<file path="src/hdl/mst_pkg.sv">
// Package with shared types, constants and table builders for the spatial tremolo.
package mst_pkg;

    // Fixed frame shape.
    localparam int CHANNELS     = 8;
    localparam int SAMPLE_BITS  = 16;
    localparam int TABLE_SIZE_D = 1024;
    localparam int MAX_SETS_D   = 8;

    // Fixed-point layout.
    localparam int PH_FRAC  = 22;
    localparam int LOG_FRAC = 20;
    localparam int ENV_W    = 17;
    localparam int CFG_IDX_W = 3;
    localparam int CFG_DAT_W = 64;

    // Configuration register indexes.
    localparam logic [CFG_IDX_W-1:0] REG_PHASE_STEP = 3'd0;
    localparam logic [CFG_IDX_W-1:0] REG_DEPTH      = 3'd1;
    localparam logic [CFG_IDX_W-1:0] REG_GAIN       = 3'd2;
    localparam logic [CFG_IDX_W-1:0] REG_SET_COUNT  = 3'd3;
    localparam logic [CFG_IDX_W-1:0] REG_SET_MASKS  = 3'd4;

    // Datapath operation codes.
    localparam logic [3:0] OP_NONE  = 4'd0;
    localparam logic [3:0] OP_LOAD  = 4'd1;
    localparam logic [3:0] OP_ROM   = 4'd2;
    localparam logic [3:0] OP_ENV_A = 4'd3;
    localparam logic [3:0] OP_ENV_B = 4'd4;
    localparam logic [3:0] OP_LIN   = 4'd5;
    localparam logic [3:0] OP_NORM  = 4'd6;
    localparam logic [3:0] OP_SQR   = 4'd7;
    localparam logic [3:0] OP_YMUL  = 4'd8;
    localparam logic [3:0] OP_POW   = 4'd9;
    localparam logic [3:0] OP_VAL   = 4'd10;
    localparam logic [3:0] OP_GC0   = 4'd11;
    localparam logic [3:0] OP_GC1   = 4'd12;
    localparam logic [3:0] OP_CHAN  = 4'd13;
    localparam logic [3:0] OP_WRITE = 4'd14;

    typedef struct packed {
        logic signed [SAMPLE_BITS-1:0] sample_0;
        logic signed [SAMPLE_BITS-1:0] sample_1;
        logic signed [SAMPLE_BITS-1:0] sample_2;
        logic signed [SAMPLE_BITS-1:0] sample_3;
        logic signed [SAMPLE_BITS-1:0] sample_4;
        logic signed [SAMPLE_BITS-1:0] sample_5;
        logic signed [SAMPLE_BITS-1:0] sample_6;
        logic signed [SAMPLE_BITS-1:0] sample_7;
    } in_item_t;

    typedef struct packed {
        logic signed [SAMPLE_BITS-1:0] out_0;
        logic signed [SAMPLE_BITS-1:0] out_1;
        logic signed [SAMPLE_BITS-1:0] out_2;
        logic signed [SAMPLE_BITS-1:0] out_3;
        logic signed [SAMPLE_BITS-1:0] out_4;
        logic signed [SAMPLE_BITS-1:0] out_5;
        logic signed [SAMPLE_BITS-1:0] out_6;
        logic signed [SAMPLE_BITS-1:0] out_7;
    } out_item_t;

    typedef struct packed {
        logic [30:0] phase_step;
        logic [16:0] depth;
        logic [15:0] gain;
        logic [3:0]  set_count;
        logic [63:0] set_masks;
    } cfg_t;

    typedef struct packed {
        logic [3:0] op;
        logic [4:0] step;
    } cmd_t;

    typedef struct packed {
        logic deep;
        logic out_busy;
    } sts_t;

    // Integer square root, bit by bit.
    function automatic logic [63:0] isqrt64(input logic [63:0] n_in);
        logic [63:0] n;
        logic [63:0] r;
        logic [63:0] b;
        n = n_in;
        r = '0;
        b = 64'd1 << 62;
        for (int i = 0; i < 32; i++) begin
            if (b > n) b = b >> 2;
        end
        for (int i = 0; i < 32; i++) begin
            if (b != 0) begin
                if (n >= r + b) begin
                    n = n - (r + b);
                    r = (r >> 1) + b;
                end else begin
                    r = r >> 1;
                end
                b = b >> 2;
            end
        end
        return r;
    endfunction

    // Q30 sine from a Taylor series.
    function automatic logic [63:0] sin_q30(input logic [63:0] t);
        logic [63:0] t2;
        logic [63:0] term;
        logic [63:0] sum;
        t2 = (t * t) >> 30;
        term = t;
        sum = t;
        for (int k = 1; k <= 7; k++) begin
            term = ((term * t2) >> 30) / 64'((2 * k) * (2 * k + 1));
            if ((k % 2) == 1) sum = (term > sum) ? 64'd0 : sum - term;
            else sum = sum + term;
        end
        return (sum > (64'd1 << 30)) ? (64'd1 << 30) : sum;
    endfunction

    // Raised-cosine table entry in Q16; the table size is a power of two.
    function automatic logic [ENV_W-1:0] rom_entry(input int i, input int tsize,
                                                   input int tlog);
        int j;
        logic [63:0] s;
        logic [63:0] e;
        j = (i <= tsize - i) ? i : tsize - i;
        s = sin_q30((64'd3373259426 * 64'(j)) >> tlog);
        e = (((s * s) >> 30) + (64'd1 << 13)) >> 14;
        return (e > 64'd65536) ? 17'd65536 : e[ENV_W-1:0];
    endfunction

    // Q30 value of 2^(-2^-k), by repeated square roots of one half.
    function automatic logic [29:0] root_entry(input int k);
        logic [63:0] r;
        r = 64'd1 << 29;
        for (int j = 1; j <= LOG_FRAC; j++) begin
            if (j <= k) r = isqrt64(r << 30);
        end
        return r[29:0];
    endfunction

endpackage

</file>
<file path="src/hdl/mst_ctrl.sv">
// Sequencer that steps the tremolo datapath through one frame.
module mst_ctrl
    import mst_pkg::*;
(
    input  logic clk,
    input  logic rst_n,
    input  logic in_valid,
    output logic in_stall,
    input  sts_t sts,
    output cmd_t cmd
);

    localparam logic [3:0] S_IDLE  = 4'd0;
    localparam logic [3:0] S_ROM   = 4'd1;
    localparam logic [3:0] S_ENV_A = 4'd2;
    localparam logic [3:0] S_ENV_B = 4'd3;
    localparam logic [3:0] S_LIN   = 4'd4;
    localparam logic [3:0] S_NORM  = 4'd5;
    localparam logic [3:0] S_SQR   = 4'd6;
    localparam logic [3:0] S_YMUL  = 4'd7;
    localparam logic [3:0] S_POW   = 4'd8;
    localparam logic [3:0] S_VAL   = 4'd9;
    localparam logic [3:0] S_GC0   = 4'd10;
    localparam logic [3:0] S_GC1   = 4'd11;
    localparam logic [3:0] S_CHAN  = 4'd12;
    localparam logic [3:0] S_WRITE = 4'd13;

    localparam logic [4:0] LAST_ITER = 5'(LOG_FRAC - 1);
    localparam logic [4:0] LAST_CHAN = 5'(CHANNELS - 1);

    logic [3:0] state_reg, state_next;
    logic [4:0] step_reg, step_next;

    assign in_stall = (state_reg != S_IDLE);

    // Next state and command.
    always_comb
    begin
        state_next = state_reg;
        step_next  = step_reg;
        cmd.op     = OP_NONE;
        cmd.step   = step_reg;
        case (state_reg)
            S_IDLE:
            begin
                if (in_valid) begin
                    cmd.op     = OP_LOAD;
                    state_next = S_ROM;
                end
            end
            S_ROM:
            begin
                cmd.op     = OP_ROM;
                state_next = S_ENV_A;
            end
            S_ENV_A:
            begin
                cmd.op     = OP_ENV_A;
                state_next = S_ENV_B;
            end
            S_ENV_B:
            begin
                cmd.op     = OP_ENV_B;
                state_next = sts.deep ? S_NORM : S_LIN;
            end
            S_LIN:
            begin
                cmd.op     = OP_LIN;
                state_next = S_GC0;
            end
            S_NORM:
            begin
                cmd.op     = OP_NORM;
                step_next  = '0;
                state_next = S_SQR;
            end
            S_SQR:
            begin
                cmd.op    = OP_SQR;
                step_next = step_reg + 5'd1;
                if (step_reg == LAST_ITER) begin
                    step_next  = '0;
                    state_next = S_YMUL;
                end
            end
            S_YMUL:
            begin
                cmd.op     = OP_YMUL;
                step_next  = '0;
                state_next = S_POW;
            end
            S_POW:
            begin
                cmd.op    = OP_POW;
                step_next = step_reg + 5'd1;
                if (step_reg == LAST_ITER) begin
                    step_next  = '0;
                    state_next = S_VAL;
                end
            end
            S_VAL:
            begin
                cmd.op     = OP_VAL;
                state_next = S_GC0;
            end
            S_GC0:
            begin
                cmd.op     = OP_GC0;
                state_next = S_GC1;
            end
            S_GC1:
            begin
                cmd.op     = OP_GC1;
                step_next  = '0;
                state_next = S_CHAN;
            end
            S_CHAN:
            begin
                cmd.op    = OP_CHAN;
                step_next = step_reg + 5'd1;
                if (step_reg == LAST_CHAN) begin
                    step_next  = '0;
                    state_next = S_WRITE;
                end
            end
            S_WRITE:
            begin
                if (!sts.out_busy) begin
                    cmd.op     = OP_WRITE;
                    state_next = S_IDLE;
                end
            end
            default:
            begin
                state_next = S_IDLE;
            end
        endcase
    end

    // State registers.
    always_ff @(posedge clk or negedge rst_n)
    begin
        if (!rst_n) begin
            state_reg <= S_IDLE;
            step_reg  <= '0;
        end else begin
            state_reg <= state_next;
            step_reg  <= step_next;
        end
    end

endmodule

</file>
<file path="config.mk">
export PLATFORM = sky130hd
export DESIGN_NAME = mst_ctrl
export DESIGN_NICKNAME = d
export VERILOG_FILES = /design/src/hdl/mst_pkg.sv /design/src/hdl/mst_ctrl.sv
export SDC_FILE = /design/constraint.sdc
export NUM_CORES = 1
export LEC_CHECK = 0
export ABC_AREA = 1
export ABC_CLOCK_PERIOD_IN_PS = 1220
export BUFFER_PORTS_ARGS = -buffer_cell sky130_fd_sc_hd__buf_2
export CELL_PAD_IN_SITES_DETAIL_PLACEMENT = 0
export CELL_PAD_IN_SITES_GLOBAL_PLACEMENT = 1
export CORE_MARGIN = 8
export CORE_UTILIZATION = 33
export DETAILED_ROUTE_END_ITERATION = 12
export PLACE_DENSITY_LB_ADDON = 0.1
export SYNTH_ARGS = -nofsm -noshare
export SYNTH_HDL_FRONTEND = slang
export SYNTH_SLANG_ARGS = --single-unit
</file>
<file path="constraint.sdc">
create_clock -name clk -period 1.22 [get_ports clk]
set_input_delay 0.061 -clock clk [delete_from_list [all_inputs] [get_ports clk]]
set_output_delay 0.061 -clock clk [all_outputs]
set_load 0.02 [all_outputs]
</file>
==> summary.txt, run 1 <==
Die
  • Initial Util: 0.341
  • # IOs: 15
  • Total core area: around 0.0024 mm²
  • Die Ht: 66.1 µm
  • Row cnt: 18
  • Die Area: 0.00437 mm²
  • Die width: approximately 66 µm

Worst setup path
  • CP Capture Type: primary output
  • Crit-path max FO: 5
  • Setup crit start kind: flop
  • Worst Path Required: roughly 1.2 ns
  • WS Path Type: reg2out
  • R2R setup slack: -0.14 ns
  • CP arrival: between 1 and 1.5 ns

Synth
  • Top cells by area, synth: dfrtp_1 27%, nand2_1 23%, inv_1 7.2%
  • Post-synth ARST share: 1.00
  • Avg Synthesized Cell Area: around 6.3 µm²
  • Synth area leader: dfrtp_1
  • Yosys top cell area share: 0.271
  • Main synth FF type: dfrtp_1
  • Netlist cell types: 22
  • Total of warnings raised by yosys: 0
  • Post-synth EDFFs: 0
  • Synth Net Count: ~140
  • Most common cell in the netlist: nand2_1
  • Cells after Synth: approximately 130
  • Most frequent cells after synthesis: 50 x nand2_1, 16 x inv_1, 10 x nand3_1
  • Register bit total from synthesis: 9
  • Post-synthesis sequential area ratio: 0.271
  • Cell Area, Synth: around 830 µm²

Pwr
  • Switching pwr: 1.68 mW
  • Clock power share: 0.069
  • VDD IR-drop max: 1.33 mV
  • P_int: 1.71 mW
  • P per Cell Area: 2650 mW/mm²
  • Power share of the combinational group: 0.744
  • Leak: around 0.72 nW
  • Sw frac: 0.496
  • Sequential power share: 0.188

Global route
  • Antenna violations before repair: 0
  • Total Routing Usage GR: 0.125
  • Grt total ovfl: 0
  • Global-route wire length before repair: about 4.3 mm
  • Vias in the first global route: 993
  • Largest net degree at the start of global routing: 10

Clocking
  • CTS max path bufs: 2
  • CTS tree: built
  • Clock Root Buffer: clkbuf_4
  • Clock Latency Late Sink: approximately 0.26 ns
  • Clock slew at reported path FFs: roughly 0.070 ns
  • TritonCTS Sinks: 9
  • CTS H-tree depth: 1
  • Total CTS buffers: 3

Timing
  • Post-route clock period utilization: 1.20
  • Max-slew violations: 0
  • Worst Clk Skew: 0.0104 ns
  • RSZ-0062 raised after global routing: yes
  • Worst hold slack: around 0.074 ns
  • Achievable Freq: between 0.6 and 0.7 GHz
  • Fin crit period: roughly 1.5 ns
  • Headroom to the max-slew limit: 0.837
  • Worst-Margin Slew: about 0.24 ns
  • Worst setup margin: -0.246 ns
  • Hold Fails Final Rpt: 0
  • Final-report setup violation count: 13

Min path
  • Hold Crit Class: in2reg

Outcome
  • Status: complete, but fails checks
  • Failing checks: setup timing

Place
  • I/O Buffers: 14
  • Dpl cells: 194
  • Dpl hpwl: between 1.5 and 2 mm
  • Cell Area, Placed: about 0.0011 mm²
  • Gpl congestion: 0.782

Routing
  • Number of vias per cell: around 4.7
  • Starting DRC count in detailed routing: 36
  • Vias: 991
  • Met2 WL: 1.25 mm
  • DR WL met3: roughly 120 µm
  • Drt first pass iters: 4
  • Wl on met1: about 1.2 mm
  • Highest routed layer: met4
  • Final WL: 2.53 mm
  • Post-route DRC: 0
  • Post-route ant nets: 0
  • DR WL/cell: 12.1 µm

Layout
  • Layout filler cell count: approximately 260
  • Max reg flops: 5
  • Antenna diode count: 0
  • Share of cells above drive strength 1: 0.494
  • Final #Nets: approximately 190
  • Synthesis-to-finish area growth: 54.3%
  • Final Cell Area: 0.00128 mm²
  • Finished Core Util: 0.526
  • Finished Layout Cells: 210

Run
  • Max_cap viols: 0
[placed cells by master (no fill, tap or decap)]
| master | n |
|---|---|
| nand3_4 | 1 |
| nand4_1 | 4 |
| buf_6 | 4 |
| o21ai_1 | 2 |
| nor2_2 | 7 |
| o211ai_1 | 2 |
| nor2_4 | 4 |
| inv_2 | 7 |
| a21oi_1 | 1 |
| clkinv_1 | 1 |
| clkbuf_1 | 1 |
| a211oi_1 | 1 |
| a21oi_2 | 1 |
| buf_4 | 28 |
| nand3_1 | 9 |
| dfrtp_2 | 6 |
| clkbuf_4 | 3 |
| o21ai_0 | 1 |
| dlygate4sd3_1 | 1 |
| dfrtp_1 | 3 |
| nor2_1 | 4 |
| buf_2 | 12 |
| nor3_2 | 1 |
| nand3b_1 | 2 |
| nand3_2 | 3 |
| ha_4 | 1 |
| nand2_2 | 8 |
| inv_1 | 13 |
| nand2_4 | 3 |
| nand2_1 | 46 |
[path summary, 6_finish.rpt]
path	cells past startpoint	to	from
max in group asynchronous	2	state_reg[2]	rst_n
hold / removal	3	state_reg[0]	sts[0]
hold reg to reg	2	step_reg[4]	step_reg[4]
setup reg to reg	9	step_reg[4]	state_reg[3]
min in group asynchronous	2	step_reg[2]	rst_n
setup / recovery	5	cmd[5]	state_reg[2]
[kinds of logic (layout without fill, tap and decap cells)]
| kind of cell | after synthesis | after routing | synth area share |
|---|---|---|---|
| AND/OR/NAND/NOR | 92 | 92 | 0.555 |
| buffers and inverters | 22 | 70 | 0.101 |
| AO/OA/AOI/OAI | 8 | 8 | 0.0573 |
| flip-flops | 9 | 9 | 0.271 |
| adder cells (fa/ha/maj) | 1 | 1 | 0.0151 |
[metal layers]
layer,track usage,vias up
met5,0,-
met2,0.212,16
met3,0.0407,4
li1,-,511
met4,0.0320,0
met1,0.148,460
[cell type report]
cell class / count / area [µm²] / share of cell area
multi-input combinational: 101 / 579 / 0.453
timing repair buffer: 45 / 325 / 0.254
sequential: 9 / 233 / 0.182
inverter: 21 / 78.8 / 0.0616
tap: 30 / 37.5 / 0.0293
clock buffer: 4 / 26.3 / 0.0205
[timing repair]
action | 4_1_cts | 5_1_grt
gates resized for setup | 19 | 8
hold buffers | 1 | 0
setup buffers | 8 | 3
pin swaps | 9 | 1
endpoints found under the hold margin | 9 | 0
endpoints found under the setup margin | 13 | 13
gates cloned | 0 | 0
[metrics by stage]
step	setup TNS, ns	power [mW]	setup WS [ns]
CTS	-2.05	3.26	-0.243
floorplan	-0.0120	1.88	-0.00661
finish	-1.95	3.39	-0.246
global route	-3.18	3.72	-0.346
detailed placement	-0.805	2.68	-0.122
global placement	-0.954	2.68	-0.112
[power groups by stage]
stage / sequential, mW / clock [mW] / combinational, mW
5_1_grt: 0.657 / 0.271 / 2.79
3_5_place_dp: 0.615 / 0 / 2.06
4_1_cts: 0.624 / 0.248 / 2.39
2_1_floorplan: 0.650 / 0 / 1.23
6_report: 0.636 / 0.233 / 2.52
3_3_place_gp: 0.613 / 0 / 2.06
[worst max-delay path, stage by stage, from the launching register on]
cell and delay [ns]:
dfrtp_2 0.47, buf_6 0.15, buf_6 0.10, o211ai_1 0.16, nand4_1 0.10, buf_4 0.17
Power figures use the tool's default switching activity.
==> inputs of run 2 (changes only) <==
--- a/config.mk
+++ b/config.mk
@@ -13,7 +13,7 @@
 export CORE_MARGIN = 8
 export CORE_UTILIZATION = 33
 export DETAILED_ROUTE_END_ITERATION = 12
-export PLACE_DENSITY_LB_ADDON = 0.1
+export PLACE_DENSITY = 0.77
 export SYNTH_ARGS = -nofsm -noshare
 export SYNTH_HDL_FRONTEND = slang
 export SYNTH_SLANG_ARGS = --single-unit
==> run 2 against run 1 <==
The flow still finishes with violations (setup timing); final area increased by 6.6%; power increased by 7.6%; first-iteration DRC count increased by 47%; clock skew decreased by 0.0084 ns; register-to-register slack got worse by 0.07 ns; setup slack improved by 0.0061 ns; critical path type unchanged; largest power group unchanged.
==> summary.txt, run 2 (synthesis results as in run 1) <==
Outcome
  • Status: complete, but fails checks
  • Failing checks: setup timing

Place
  • Gpl congestion: between 0.8 and 0.9
  • Dpl cells: 190
  • Place WS: -0.120 ns
  • Dpl hpwl: 1.87 mm
  • Cell Area, Placed: around 0.0011 mm²
  • I/O Buffers: 14

Pwr
  • Sw frac: 0.504
  • P per Cell Area: approximately 2700 mW/mm²
  • Switching pwr: ~1.8 mW
  • Power share of the combinational group: 0.764
  • VDD IR-drop max: 1.33 mV
  • Clock power share: 0.063
  • Leak: approximately 0.76 nW
  • Final total power: 3.65 mW
  • P_int: about 1.8 mW
  • Sequential power share: 0.173

Timing
  • Worst hold slack: between 0.1 and 0.15 ns
  • Post-route clock period utilization: 1.20
  • Final-report setup violation count: 13
  • Setup TNS: -2.32 ns
  • Max-slew violations: 0
  • RSZ-0062 raised after global routing: yes
  • Worst Clk Skew: between 0.0015 and 0.002 ns
  • Achievable Freq: roughly 0.68 GHz
  • Worst-Margin Slew: around 0.23 ns
  • Headroom to the max-slew limit: 0.850
  • Worst setup margin: -0.240 ns
  • Fin crit period: 1.46 ns
  • Hold Fails Final Rpt: 0

Layout
  • Most frequent cells in the layout: 43 x nand2_1, 29 x buf_4, 11 x inv_1, 11 x buf_2, 10 x nand2_2
  • Final Cell Area: 0.00137 mm²
  • Finished Layout Cells: 212
  • Finished Core Util: 0.561
  • Share of cells above drive strength 1: 0.549
  • Synthesis-to-finish area growth: 64.6%
  • Layout filler cell count: 237
  • Commonest non-fill, non-tap cell in the layout: nand2_1
  • Sequential cell area: roughly 230 µm²
  • Antenna diode count: 0
  • Multi-input logic area: around 630 µm²
  • Final #Nets: approximately 190
  • Max reg flops: 5

Routing
  • Drt first pass iters: 6
  • Post-route DRC: 0
  • Post-route ant nets: 0
  • Final WL: 2.88 mm
  • Vias: roughly 1.0k
  • DR WL/cell: 13.6 µm
  • Number of vias per cell: roughly 4.9
  • Starting DRC count in detailed routing: 53

Worst setup path
  • CP Capture Type: primary output
  • Setup crit start kind: flop
  • Crit-path max FO: 4
  • WS Path Type: reg2out
  • R2R setup slack: -0.21 ns
  • Worst Path Required: around 1.2 ns
  • CP arrival: 1.40 ns

Run
  • Max_cap viols: 0

Clocking
  • CTS tree: built
  • Total CTS buffers: 3
  • Clock Latency Late Sink: ~0.26 ns
  • CTS max path bufs: 2
  • CTS H-tree depth: 1
  • Clock slew at reported path FFs: approximately 0.060 ns
  • Clock Root Buffer: clkbuf_4
  • TritonCTS Sinks: 9

Global route
  • Total Routing Usage GR: 0.131
  • Antenna violations before repair: 0
  • Global-route wire length before repair: between 4 and 5 mm
  • Grt total ovfl: 0
  • Vias in the first global route: 1,008
  • Largest net degree at the start of global routing: 10

Die
  • Die Area: about 0.0044 mm²
  • Die Ht: about 66 µm
  • Die width: 66.1 µm
  • # IOs: 15
  • Initial Util: 0.341
  • Row cnt: 18
  • Total core area: 0.00243 mm²

Min path
  • Hold Crit Class: in2reg
run 2: cell count changes in the layout (fill, tap and decap cells not counted), moves of 2 or more:
| cell | change |
|---|---|
| nor2_4 | +2 |
| nand2_2 | +2 |
| buf_6 | +2 |
| nand2_1 | -3 |
| nand3_2 | +2 |
| inv_1 | -2 |
| inv_4 | +2 |
| nand3_1 | -3 |
| nor2_2 | -2 |
run 2: final cells by class:
cell class	instances	area share
clock buffer	4	0.0192
inverter	21	0.0614
multi-input combinational	101	0.465
sequential	9	0.170
tap	30	0.0275
timing repair buffer	47	0.257
run 2: what timing repair did:
item                                    4_1_cts  5_1_grt
resized for setup                            29       17
buffers inserted                             14        3
endpoints found under the hold margin         9        0
hold buffers                                  1        0
endpoints found under the setup margin       13       13
pin swaps                                     9       12
run 2: path summary, 6_finish.rpt:
path / startpoint / end / cells past startpoint
max: state_reg[2] / cmd[5] / 4
max reg2reg: state_reg[3] / state_reg[2] / 10
min reg2reg: step_reg[4] / step_reg[4] / 2
min: sts[0] / state_reg[0] / 3
max in group asynchronous: rst_n / step_reg[0] / 2
min in group asynchronous: rst_n / step_reg[3] / 2
run 2: critical path: stages (launching register included):
cell and delay (ns):
dfrtp_2 0.46, buf_4 0.18, o211ai_1 0.19, nand4_1 0.13
buf_4 0.17
run 2: power by group through the flow:
stage / sequential (mW) / combinational [mW] / clock, mW
after global routing: 0.646 / 3.02 / 0.257
after floorplan: 0.650 / 1.23 / 0
after global placement: 0.600 / 1.98 / 0
final: 0.632 / 2.79 / 0.231
after CTS: 0.622 / 2.53 / 0.238
after detailed placement: 0.608 / 2.00 / 0
run 2: routing by layer:
layer / GRT usage / part of all wire / wire length (µm) / vias to the layer above
li1: - / - / - / 518
met1: 0.128 / 0.41 / 1180 / 479
met2: 0.242 / 0.50 / 1440 / 27
met3: 0.0424 / 0.045 / 129 / 18
met4: 0.0613 / 0.045 / 131 / 0
met5: 0 / 0 / 0 / -
